$ cat src/rtl/core/otx_pkg.sv
// Shared types and constants of the on-off-keyed pulse-width transmitter.
// Used by otx_front, otx_back and ook_pulse_width_transmitter; depends on nothing.
`default_nettype none

package otx_pkg;

   localparam int MAX_BITS    = 32;
   localparam int TICK_WIDTH  = 16;
   localparam int CODE_W      = 32;
   localparam int COUNT_W     = 6;
   localparam int REPEAT_W    = 16;
   localparam int UNIT_W      = 6;
   localparam int PULSE_W     = 16;
   localparam int BIT_IDX_W   = $clog2(MAX_BITS);
   localparam int CSR_INDEX_W = 3;
   localparam int CSR_DATA_W  = 16;

   // Input opcodes
   localparam logic OP_TICK  = 1'b0;
   localparam logic OP_START = 1'b1;

   // Result status codes
   localparam logic [1:0] STATUS_TICK      = 2'd0;
   localparam logic [1:0] STATUS_ACCEPTED  = 2'd1;
   localparam logic [1:0] STATUS_BAD_COUNT = 2'd2;
   localparam logic [1:0] STATUS_BUSY      = 2'd3;

   // Configuration register indexes
   localparam logic [CSR_INDEX_W-1:0] CSR_PULSE_TICKS     = 3'd0;
   localparam logic [CSR_INDEX_W-1:0] CSR_SYNC_HIGH_UNITS = 3'd1;
   localparam logic [CSR_INDEX_W-1:0] CSR_SYNC_LOW_UNITS  = 3'd2;
   localparam logic [CSR_INDEX_W-1:0] CSR_ONE_HIGH_UNITS  = 3'd3;
   localparam logic [CSR_INDEX_W-1:0] CSR_ONE_LOW_UNITS   = 3'd4;
   localparam logic [CSR_INDEX_W-1:0] CSR_ZERO_HIGH_UNITS = 3'd5;
   localparam logic [CSR_INDEX_W-1:0] CSR_ZERO_LOW_UNITS  = 3'd6;

   typedef struct packed {
      logic                opcode;
      logic [CODE_W-1:0]   code_word;
      logic [COUNT_W-1:0]  bit_count;
      logic [REPEAT_W-1:0] repeat_count;
   } req_type;

   typedef struct packed {
      logic       line_level;
      logic       busy_res;
      logic [1:0] status;
      logic       frame_done;
   } rsp_type;

   typedef enum logic [1:0] {
      CMD_TICK,
      CMD_START,
      CMD_BAD_COUNT
   } cmd_kind_type;

   typedef struct packed {
      cmd_kind_type        kind;
      logic [CODE_W-1:0]   code_word;
      logic [COUNT_W-1:0]  bit_count;
      logic [REPEAT_W-1:0] repeat_count;
   } cmd_type;

   typedef struct packed {
      logic [PULSE_W-1:0] pulse_ticks;
      logic [UNIT_W-1:0]  sync_high_units;
      logic [UNIT_W-1:0]  sync_low_units;
      logic [UNIT_W-1:0]  one_high_units;
      logic [UNIT_W-1:0]  one_low_units;
      logic [UNIT_W-1:0]  zero_high_units;
      logic [UNIT_W-1:0]  zero_low_units;
   } cfg_type;

endpackage

`default_nettype wire

$ cat src/rtl/core/otx_front.sv
// Front end: accepts request items, classifies them and holds them in a two-entry queue.
// Depends on otx_pkg.
`default_nettype none

module otx_front
   import otx_pkg::*;
(
   input  wire     clock,
   input  wire     reset,
   input  wire     req_valid,
   output logic    req_ready,
   input  req_type req_data,
   output logic    cmd_valid,
   input  wire     cmd_ready,
   output cmd_type cmd_data
);

   cmd_type    slot_ff [2];
   logic       wr_ptr_ff, wr_ptr_in;
   logic       rd_ptr_ff, rd_ptr_in;
   logic [1:0] count_ff, count_in;
   logic       push, pop;
   cmd_type    classified;

   // The bit count is checked here; the busy check needs the engine state and stays behind.
   always_comb begin
      classified.code_word    = req_data.code_word;
      classified.bit_count    = req_data.bit_count;
      classified.repeat_count = req_data.repeat_count;
      if (req_data.opcode == OP_START) begin
         if (req_data.bit_count == '0 || req_data.bit_count > COUNT_W'(MAX_BITS)) begin
            classified.kind = CMD_BAD_COUNT;
         end else begin
            classified.kind = CMD_START;
         end
      end else begin
         classified.kind = CMD_TICK;
      end
   end

   assign req_ready = (count_ff != 2'd2);
   assign cmd_valid = (count_ff != 2'd0);
   assign cmd_data  = slot_ff[rd_ptr_ff];
   assign push      = req_valid && req_ready;
   assign pop       = cmd_valid && cmd_ready;

   always_comb begin
      wr_ptr_in = push ? ~wr_ptr_ff : wr_ptr_ff;
      rd_ptr_in = pop ? ~rd_ptr_ff : rd_ptr_ff;
      count_in  = count_ff + {1'b0, push} - {1'b0, pop};
   end

   always_ff @(posedge clock) begin
      if (reset) begin
         wr_ptr_ff <= 1'b0;
         rd_ptr_ff <= 1'b0;
         count_ff  <= 2'd0;
      end else begin
         wr_ptr_ff <= wr_ptr_in;
         rd_ptr_ff <= rd_ptr_in;
         count_ff  <= count_in;
      end
   end

   always_ff @(posedge clock) begin
      if (push) begin
         slot_ff[wr_ptr_ff] <= classified;
      end
   end

   a_count_bound: assert property (@(posedge clock) disable iff (reset)
      count_ff <= 2'd2)
      else $error("queue fill count out of range");

   a_full_blocks: assert property (@(posedge clock) disable iff (reset)
      (count_ff == 2'd2 && !pop) |=> count_ff == 2'd2)
      else $error("full queue lost an item");

   a_pointer_gap: assert property (@(posedge clock) disable iff (reset)
      (count_ff == 2'd0 || count_ff == 2'd2) |-> wr_ptr_ff == rd_ptr_ff)
      else $error("queue pointers disagree with fill count");

endmodule

`default_nettype wire

$ cat src/rtl/core/otx_back.sv
// Back end: the frame engine that carries out queued items, and the result register.
// Depends on otx_pkg.
`default_nettype none

module otx_back
   import otx_pkg::*;
(
   input  wire     clock,
   input  wire     reset,
   input  cfg_type cfg,
   input  wire     cmd_valid,
   output logic    cmd_ready,
   input  cmd_type cmd_data,
   output logic    rsp_valid,
   input  wire     rsp_ready,
   output rsp_type rsp_data
);

   typedef enum logic [1:0] {
      PH_BIT_HIGH,
      PH_BIT_LOW,
      PH_SYNC_HIGH,
      PH_SYNC_LOW
   } phase_type;

   logic [CODE_W-1:0]     code_shift_ff, code_shift_in;
   logic [COUNT_W-1:0]    bits_left_ff, bits_left_in;
   logic [COUNT_W-1:0]    bits_total_ff, bits_total_in;
   phase_type             phase_ff, phase_in;
   logic [TICK_WIDTH-1:0] tick_count_ff, tick_count_in;
   logic [UNIT_W-1:0]     units_left_ff, units_left_in;
   logic [REPEAT_W-1:0]   repeats_left_ff, repeats_left_in;
   logic                  active_ff, active_in;
   logic                  rsp_valid_ff, rsp_valid_in;
   rsp_type               rsp_data_ff, rsp_data_in;

   logic                  step;
   logic [PULSE_W-1:0]    pulse_min;
   logic [TICK_WIDTH-1:0] tick_limit, tick_next;
   logic [UNIT_W-1:0]     units_dec;
   logic [COUNT_W-1:0]    bits_dec, bits_dec2, count_dec, total_dec;
   logic [REPEAT_W-1:0]   repeats_dec;
   logic                  cur_bit, next_bit, start_bit, first_bit;
   logic [1:0]            status;
   logic                  done;

   function automatic logic [UNIT_W-1:0] at_least_one(input logic [UNIT_W-1:0] units);
      at_least_one = (units == '0) ? UNIT_W'(1) : units;
   endfunction

   assign cmd_ready = !rsp_valid_ff || rsp_ready;
   assign step      = cmd_valid && cmd_ready;
   assign rsp_valid = rsp_valid_ff;
   assign rsp_data  = rsp_data_ff;

   assign pulse_min   = (cfg.pulse_ticks == '0) ? PULSE_W'(1) : cfg.pulse_ticks;
   assign tick_limit  = TICK_WIDTH'(pulse_min);
   assign tick_next   = tick_count_ff + TICK_WIDTH'(1);
   assign units_dec   = units_left_ff - UNIT_W'(1);
   assign bits_dec    = bits_left_ff - COUNT_W'(1);
   assign bits_dec2   = bits_left_ff - COUNT_W'(2);
   assign count_dec   = cmd_data.bit_count - COUNT_W'(1);
   assign total_dec   = bits_total_ff - COUNT_W'(1);
   assign repeats_dec = repeats_left_ff - REPEAT_W'(1);
   assign cur_bit     = code_shift_ff[bits_dec[BIT_IDX_W-1:0]];
   assign next_bit    = code_shift_ff[bits_dec2[BIT_IDX_W-1:0]];
   assign start_bit   = cmd_data.code_word[count_dec[BIT_IDX_W-1:0]];
   assign first_bit   = code_shift_ff[total_dec[BIT_IDX_W-1:0]];

   always_comb begin
      code_shift_in   = code_shift_ff;
      bits_left_in    = bits_left_ff;
      bits_total_in   = bits_total_ff;
      phase_in        = phase_ff;
      tick_count_in   = tick_count_ff;
      units_left_in   = units_left_ff;
      repeats_left_in = repeats_left_ff;
      active_in       = active_ff;
      status          = STATUS_TICK;
      done            = 1'b0;

      case (cmd_data.kind)
         CMD_BAD_COUNT: begin
            status = STATUS_BAD_COUNT;
         end
         CMD_START: begin
            if (active_ff) begin
               status = STATUS_BUSY;
            end else begin
               status = STATUS_ACCEPTED;
               if (cmd_data.repeat_count != '0) begin
                  code_shift_in   = cmd_data.code_word;
                  bits_total_in   = cmd_data.bit_count;
                  bits_left_in    = cmd_data.bit_count;
                  repeats_left_in = cmd_data.repeat_count;
                  active_in       = 1'b1;
                  tick_count_in   = '0;
                  phase_in        = PH_BIT_HIGH;
                  units_left_in   = at_least_one(start_bit ? cfg.one_high_units
                                                           : cfg.zero_high_units);
               end
            end
         end
         CMD_TICK: begin
            if (active_ff) begin
               if (tick_next >= tick_limit) begin
                  tick_count_in = '0;
                  units_left_in = units_dec;
                  if (units_dec == '0) begin
                     // The stretch is over: move on to the next one.
                     case (phase_ff)
                        PH_BIT_HIGH: begin
                           phase_in      = PH_BIT_LOW;
                           units_left_in = at_least_one(cur_bit ? cfg.one_low_units
                                                                : cfg.zero_low_units);
                        end
                        PH_BIT_LOW: begin
                           bits_left_in = bits_dec;
                           if (bits_dec != '0) begin
                              phase_in      = PH_BIT_HIGH;
                              units_left_in = at_least_one(next_bit ? cfg.one_high_units
                                                                    : cfg.zero_high_units);
                           end else begin
                              phase_in      = PH_SYNC_HIGH;
                              units_left_in = at_least_one(cfg.sync_high_units);
                           end
                        end
                        PH_SYNC_HIGH: begin
                           phase_in      = PH_SYNC_LOW;
                           units_left_in = at_least_one(cfg.sync_low_units);
                        end
                        PH_SYNC_LOW: begin
                           repeats_left_in = repeats_dec;
                           if (repeats_dec == '0) begin
                              active_in     = 1'b0;
                              phase_in      = PH_BIT_HIGH;
                              units_left_in = '0;
                              bits_left_in  = '0;
                              done          = 1'b1;
                           end else begin
                              bits_left_in  = bits_total_ff;
                              phase_in      = PH_BIT_HIGH;
                              units_left_in = at_least_one(first_bit ? cfg.one_high_units
                                                                     : cfg.zero_high_units);
                           end
                        end
                        default: begin
                           phase_in = PH_BIT_HIGH;
                        end
                     endcase
                  end
               end else begin
                  tick_count_in = tick_next;
               end
            end
         end
         default: begin
            status = STATUS_TICK;
         end
      endcase

      rsp_data_in.line_level = active_in && (phase_in == PH_BIT_HIGH || phase_in == PH_SYNC_HIGH);
      rsp_data_in.busy_res   = active_in;
      rsp_data_in.status     = status;
      rsp_data_in.frame_done = done;
      rsp_valid_in           = cmd_ready ? cmd_valid : rsp_valid_ff;
   end

   always_ff @(posedge clock) begin
      if (reset) begin
         code_shift_ff   <= '0;
         bits_left_ff    <= '0;
         bits_total_ff   <= '0;
         phase_ff        <= PH_BIT_HIGH;
         tick_count_ff   <= '0;
         units_left_ff   <= '0;
         repeats_left_ff <= '0;
         active_ff       <= 1'b0;
         rsp_valid_ff    <= 1'b0;
         rsp_data_ff     <= '0;
      end else begin
         rsp_valid_ff <= rsp_valid_in;
         if (step) begin
            code_shift_ff   <= code_shift_in;
            bits_left_ff    <= bits_left_in;
            bits_total_ff   <= bits_total_in;
            phase_ff        <= phase_in;
            tick_count_ff   <= tick_count_in;
            units_left_ff   <= units_left_in;
            repeats_left_ff <= repeats_left_in;
            active_ff       <= active_in;
            rsp_data_ff     <= rsp_data_in;
         end
      end
   end

   // The bit counter is only meaningful while data bits are going out; it is zero in sync.
   a_bits_in_range: assert property (@(posedge clock) disable iff (reset)
      (active_ff && (phase_ff == PH_BIT_HIGH || phase_ff == PH_BIT_LOW))
         |-> (bits_left_ff != '0 && bits_left_ff <= bits_total_ff))
      else $error("bit counter left its range while sending");

   a_units_track_active: assert property (@(posedge clock) disable iff (reset)
      active_ff == (units_left_ff != '0))
      else $error("unit counter disagrees with the active flag");

   a_done_ends_busy: assert property (@(posedge clock) disable iff (reset)
      (rsp_valid_ff && rsp_data_ff.frame_done) |-> !rsp_data_ff.busy_res)
      else $error("last frame reported while still busy");

   a_idle_line_low: assert property (@(posedge clock) disable iff (reset)
      (rsp_valid_ff && !rsp_data_ff.busy_res) |-> !rsp_data_ff.line_level)
      else $error("line high while idle");

endmodule

`default_nettype wire

$ cat src/rtl/core/ook_pulse_width_transmitter.sv
// Top level of the on-off-keyed pulse-width transmitter: configuration registers,
// front end and frame engine. Depends on otx_pkg, otx_front and otx_back.
//
//   Channel  Direction  Handshake            Payload
//   req_     in         req_valid/req_ready  req_data (req_type)
//   rsp_     out        rsp_valid/rsp_ready  rsp_data (rsp_type)
//   csr_     in         csr_write_en         csr_index, csr_wdata
//
// Every item, tick or start, passes through the frame engine at one item per cycle while
// rsp_ready keeps the result register free; the item is written to a queue slot at
// acceptance and then reaches the result register, which holds its result.
// The two-entry queue lets requests keep arriving while a result waits to be taken.
// Reset clears the engine, the queue and the result register and loads the default
// timing registers; there is no clearing pass.
`default_nettype none

module ook_pulse_width_transmitter
   import otx_pkg::*;
(
   input  wire                   clock,
   input  wire                   reset,
   input  wire                   req_valid,
   output logic                  req_ready,
   input  req_type               req_data,
   output logic                  rsp_valid,
   input  wire                   rsp_ready,
   output rsp_type               rsp_data,
   input  wire                   csr_write_en,
   input  wire [CSR_INDEX_W-1:0] csr_index,
   input  wire [CSR_DATA_W-1:0]  csr_wdata
);

   cfg_type cfg_ff;
   logic    cmd_valid;
   logic    cmd_ready;
   cmd_type cmd_data;

   always_ff @(posedge clock) begin
      if (reset) begin
         cfg_ff.pulse_ticks     <= PULSE_W'(350);
         cfg_ff.sync_high_units <= UNIT_W'(1);
         cfg_ff.sync_low_units  <= UNIT_W'(31);
         cfg_ff.one_high_units  <= UNIT_W'(3);
         cfg_ff.one_low_units   <= UNIT_W'(1);
         cfg_ff.zero_high_units <= UNIT_W'(1);
         cfg_ff.zero_low_units  <= UNIT_W'(3);
      end else if (csr_write_en) begin
         case (csr_index)
            CSR_PULSE_TICKS:     cfg_ff.pulse_ticks     <= csr_wdata[PULSE_W-1:0];
            CSR_SYNC_HIGH_UNITS: cfg_ff.sync_high_units <= csr_wdata[UNIT_W-1:0];
            CSR_SYNC_LOW_UNITS:  cfg_ff.sync_low_units  <= csr_wdata[UNIT_W-1:0];
            CSR_ONE_HIGH_UNITS:  cfg_ff.one_high_units  <= csr_wdata[UNIT_W-1:0];
            CSR_ONE_LOW_UNITS:   cfg_ff.one_low_units   <= csr_wdata[UNIT_W-1:0];
            CSR_ZERO_HIGH_UNITS: cfg_ff.zero_high_units <= csr_wdata[UNIT_W-1:0];
            CSR_ZERO_LOW_UNITS:  cfg_ff.zero_low_units  <= csr_wdata[UNIT_W-1:0];
            default: begin
               // Unused index: the write is ignored.
               cfg_ff <= cfg_ff;
            end
         endcase
      end
   end

   otx_front u_front (
      .clock     (clock),
      .reset     (reset),
      .req_valid (req_valid),
      .req_ready (req_ready),
      .req_data  (req_data),
      .cmd_valid (cmd_valid),
      .cmd_ready (cmd_ready),
      .cmd_data  (cmd_data)
   );

   otx_back u_back (
      .clock     (clock),
      .reset     (reset),
      .cfg       (cfg_ff),
      .cmd_valid (cmd_valid),
      .cmd_ready (cmd_ready),
      .cmd_data  (cmd_data),
      .rsp_valid (rsp_valid),
      .rsp_ready (rsp_ready),
      .rsp_data  (rsp_data)
   );

endmodule

`default_nettype wire

$ cat config.mk
export PLATFORM = sky130hd
export DESIGN_NAME = ook_pulse_width_transmitter
export DESIGN_NICKNAME = d
export VERILOG_FILES = /design/src/rtl/core/otx_pkg.sv /design/src/rtl/core/otx_front.sv /design/src/rtl/core/otx_back.sv /design/src/rtl/core/ook_pulse_width_transmitter.sv
export SDC_FILE = /design/constraint.sdc
export NUM_CORES = 1
export LEC_CHECK = 0
export ABC_AREA = 1
export CAP_MARGIN = 20
export CORE_MARGIN = 2
export CORE_UTILIZATION = 30
export CTS_CLUSTER_SIZE = 20
export DETAILED_ROUTE_END_ITERATION = 6
export DONT_BUFFER_PORTS = 1
export PLACE_DENSITY_LB_ADDON = 0.1
export SYNTH_ARGS = -nofsm -noshare
export SYNTH_HDL_FRONTEND = slang
export SYNTH_SLANG_ARGS = --single-unit
$ cat constraint.sdc
create_clock -name clock -period 4.72 [get_ports clock]
set_input_delay 0.236 -clock clock [delete_from_list [all_inputs] [get_ports clock]]
set_output_delay 0.236 -clock clock [all_outputs]
set_load 0.005 [all_outputs]
==> qor.csv <==
metric;value;unit
status;finished clean;
min_to;cfg_ff[12];
rr_worst_depth;20;
netlist_area;13500;um^2
multi_input_area;6080;um^2
ys.flop_type;dfxtp_1;
seq_area;6310;um^2
dr_wl_met2;17200;um
syn_avg_cell_area;7.71;um^2
crit_buf_inv;3;
drive_gt1_share;6.33;%
worstPathArrival;4.40;ns
postPlaceCellArea;14000;um^2
syn_inst;1746;
htreeDepth;2;
hold_ws;0.0355;ns
r2r_end;u_back.tick_count_ff[14];
p_per_area;658;nW/um^2
setup_viol;0;
fin_nets;1918;
die_area;46600;um^2
grt_pass1_wl;62300;um
wl_met1;18700;um
min_period;3.93;ns
path_delay_family;simple AND/OR/NAND/NOR gates;
cts.path.max_buffers;3;
worst-slew-pin-transition;0.855;ns
final_area;15900;um^2
pin_count;86;
drc;0;
grt_pass1_vias;11300;
cts.clk_slew.worst_paths;0.05;ns
ys_ff_latch;259;
avgRoutedWirePerCell;15.7;um
wl_met3;1530;um
fp.coreArea;44200;um^2
cp_max_fo;16;
synthMostInstantiatedCell;nand2_1;
min_path_cells;4;
ys_async_sr_fraction;0;%
grt_remaining_overflow;0;
rows;77;
setup.worst_path.end_class;flip-flop;
avgViaCountPerCell;4.69;
post-dp-hpwl;27000;um
yosysWarnings;0;
synthAdderAreaFrac;2.97;%
cap_violations;0;
synth_compound_area_share;13.4;%
synth_edf_count;112;
cp_cell_sequence;ha_1, nand3_1, nor2_1, nand4_1, nor3_1, nand3_1, nor3_1, xor2_1, ha_1, nand2_1, inv_1, nand3_1, inv_1, a21oi_1, nand3_1, nor2_1, inv_1, nor2_2, nand2_1, a21oi_1;
yosysTopAreaCellShare;25.0;%
yosys-top-cells-count;nand2_1, inv_1, nand3_1, dfxtp_1, o21ai_0;
clock_latency;0.54;ns
leakage;6.49;nW
routed.top_layer;met4;
holdCritStartpoint;csr_index[2];
crit_path_frequent_cell;nand3_1;
drt-pass1-iter-count;5;
fmax;254;MHz
nFillCells;4669;
grt_usage;16.8;%
hold_path_class;input port to flip-flop;
skew;0.0182;ns
yosysSeqAreaShare;46.8;%
finalCritPeriodShare;83.4;%
synthMuxAreaShare;0.223;%
vias;11400;
yosys.area.top_type;edfxtp_1;
gp_congestion;0.826;
antenna_found_initial;1;
r2r-start;u_back.tick_count_ff[0];
worstPathRequired;5.19;ns
cp_slowest_stage_delay;0.54;ns
reg2reg_slack;0.79;ns
yosys.area_share.simple;26.3;%
cts_num_sinks;259;
fin_util;35.9;%
numCtsBuffers;35;
setup_tns;0;ns
slew_headroom;42.8;%
hold_viol;0;
cts-root-buf;clkbuf_16;
synth_top_family_by_area;simple AND/OR/NAND/NOR gates;
drt-total-wl;38200;um
drt-initial-drc-count;766;
cts_tree;yes;
path_class;flip-flop to flip-flop;
numPortBuffers;0;
grt_max_degree;77;
rsz0062_at_grt;false;
synth_cell_types;47;
detail-route-antenna-nets;0;
area_delta_synth_final;17.9;%
start_util;30.5;%
die_w;216;um
critical_path.slowest_cell;nor2_2;
vdd_drop_max;0.299;mV
synth.area.top_cells;edfxtp_1, dfxtp_1, nand2_1, nand3_1, o21ai_0;
slew_viol_final;0;
synth_xor_area_share;2.15;%
post_cts_resized;0;
start_kind;flip-flop;
synth_nets;1857;
fp.dieH;216;um
-- placed cells by master, fill, tap and decap left out, drive strengths merged, types with 32 or more instances in the layout --
cell / count
nand2: 486
nor2: 116
ha: 32
dfxtp: 147
dlygate4sd3: 76
nand3: 171
o21ai: 157
edfxtp: 112
clkbuf: 48
a21oi: 143
inv: 187
-- power breakdown --
group          switching, W  internal [W]
clock               0.00102       0.00156
combinational       0.00340       0.00154
sequential         0.000219       0.00271
total               0.00463       0.00581
-- layer usage --
metal | GRT usage, % | up-vias
li1 | - | 5910
met1 | 23.2 | 5213
met2 | 27.0 | 203
met3 | 2.73 | 49
met4 | 4.87 | 0
met5 | 0 | -
-- registers in the layout, summed over array words and instances (netlist names), named ones only --
register	count
u_back.rsp_valid	1
cfg_ff	52
u_back.phase_ff	1
u_back.bits_total_ff	6
u_back.repeats_left_ff	16
u_front.wr_ptr_ff	1
u_back.bits_left_ff	6
u_back.units_left_ff	6
u_back.active_ff	1
u_front.slot_ff	112
u_back.rsp_data	4
u_back.tick_count_ff	16
u_back.code_shift_ff	32
u_front.count_ff	2
u_front.rd_ptr_ff	1
-- worst max path at each step --
stage,to,startpoint,slack [ns],depth (start not counted)
final,u_back.tick_count_ff[14],u_back.tick_count_ff[0],0.79,20
after global routing,u_back.tick_count_ff[12],u_back.tick_count_ff[0],0.15,20
after CTS,u_back.tick_count_ff[8],u_back.tick_count_ff[0],0.71,20
after detailed placement,u_back.tick_count_ff[8],u_back.tick_count_ff[0],0.75,20
after global placement,u_back.tick_count_ff[15],u_back.tick_count_ff[0],0.78,20
after floorplan,u_back.tick_count_ff[6],u_back.tick_count_ff[0],1.36,21
-- cells by family after synthesis --
kind of cell               count (synthesis)
and+or+nand+nor                          828
AOI/OAI and AO/OA                        334
DFF                                      259
buffers and inverters                    257
xor gates and xnor gates                  33
adders and majority gates                 32
muxes                                      3
-- per-stage QoR --
stage / setup WS [ns] / power [W] / std cells
after global routing: 0.153 / 0.0114 / 2426
after detailed placement: 0.750 / 0.00785 / 2285
after floorplan: 1.36 / 0.00660 / 1746
after CTS: 0.713 / 0.0106 / 2425
after global placement: 0.776 / 0.00785 / 2285
final: 0.785 / 0.0104 / 2426
-- area by class of cell --
class | count | share of cell area (%)
sequential | 259 | 39.7
antenna | 1 | 0.0158
multi-input combinational | 1230 | 38.3
timing repair buffer | 94 | 5.80
clock buffer | 48 | 6.15
tap | 592 | 4.67
inverter | 187 | 4.42
clock inverter | 15 | 0.907
-- what timing repair did --
action / CTS / global route
setup endpoints to repair: 0 / 0
setup buffers: 0 / 0
hold buffers: 77 / 0
hold endpoints to repair: 204 / 0
-- tightest hold or removal path, cell delays in order --
cell     delay (ns)
nand2_1        0.08
nor2_1         0.07
nand2_1        0.05
nand3_1        0.07
(Power assumes the default switching activity.)
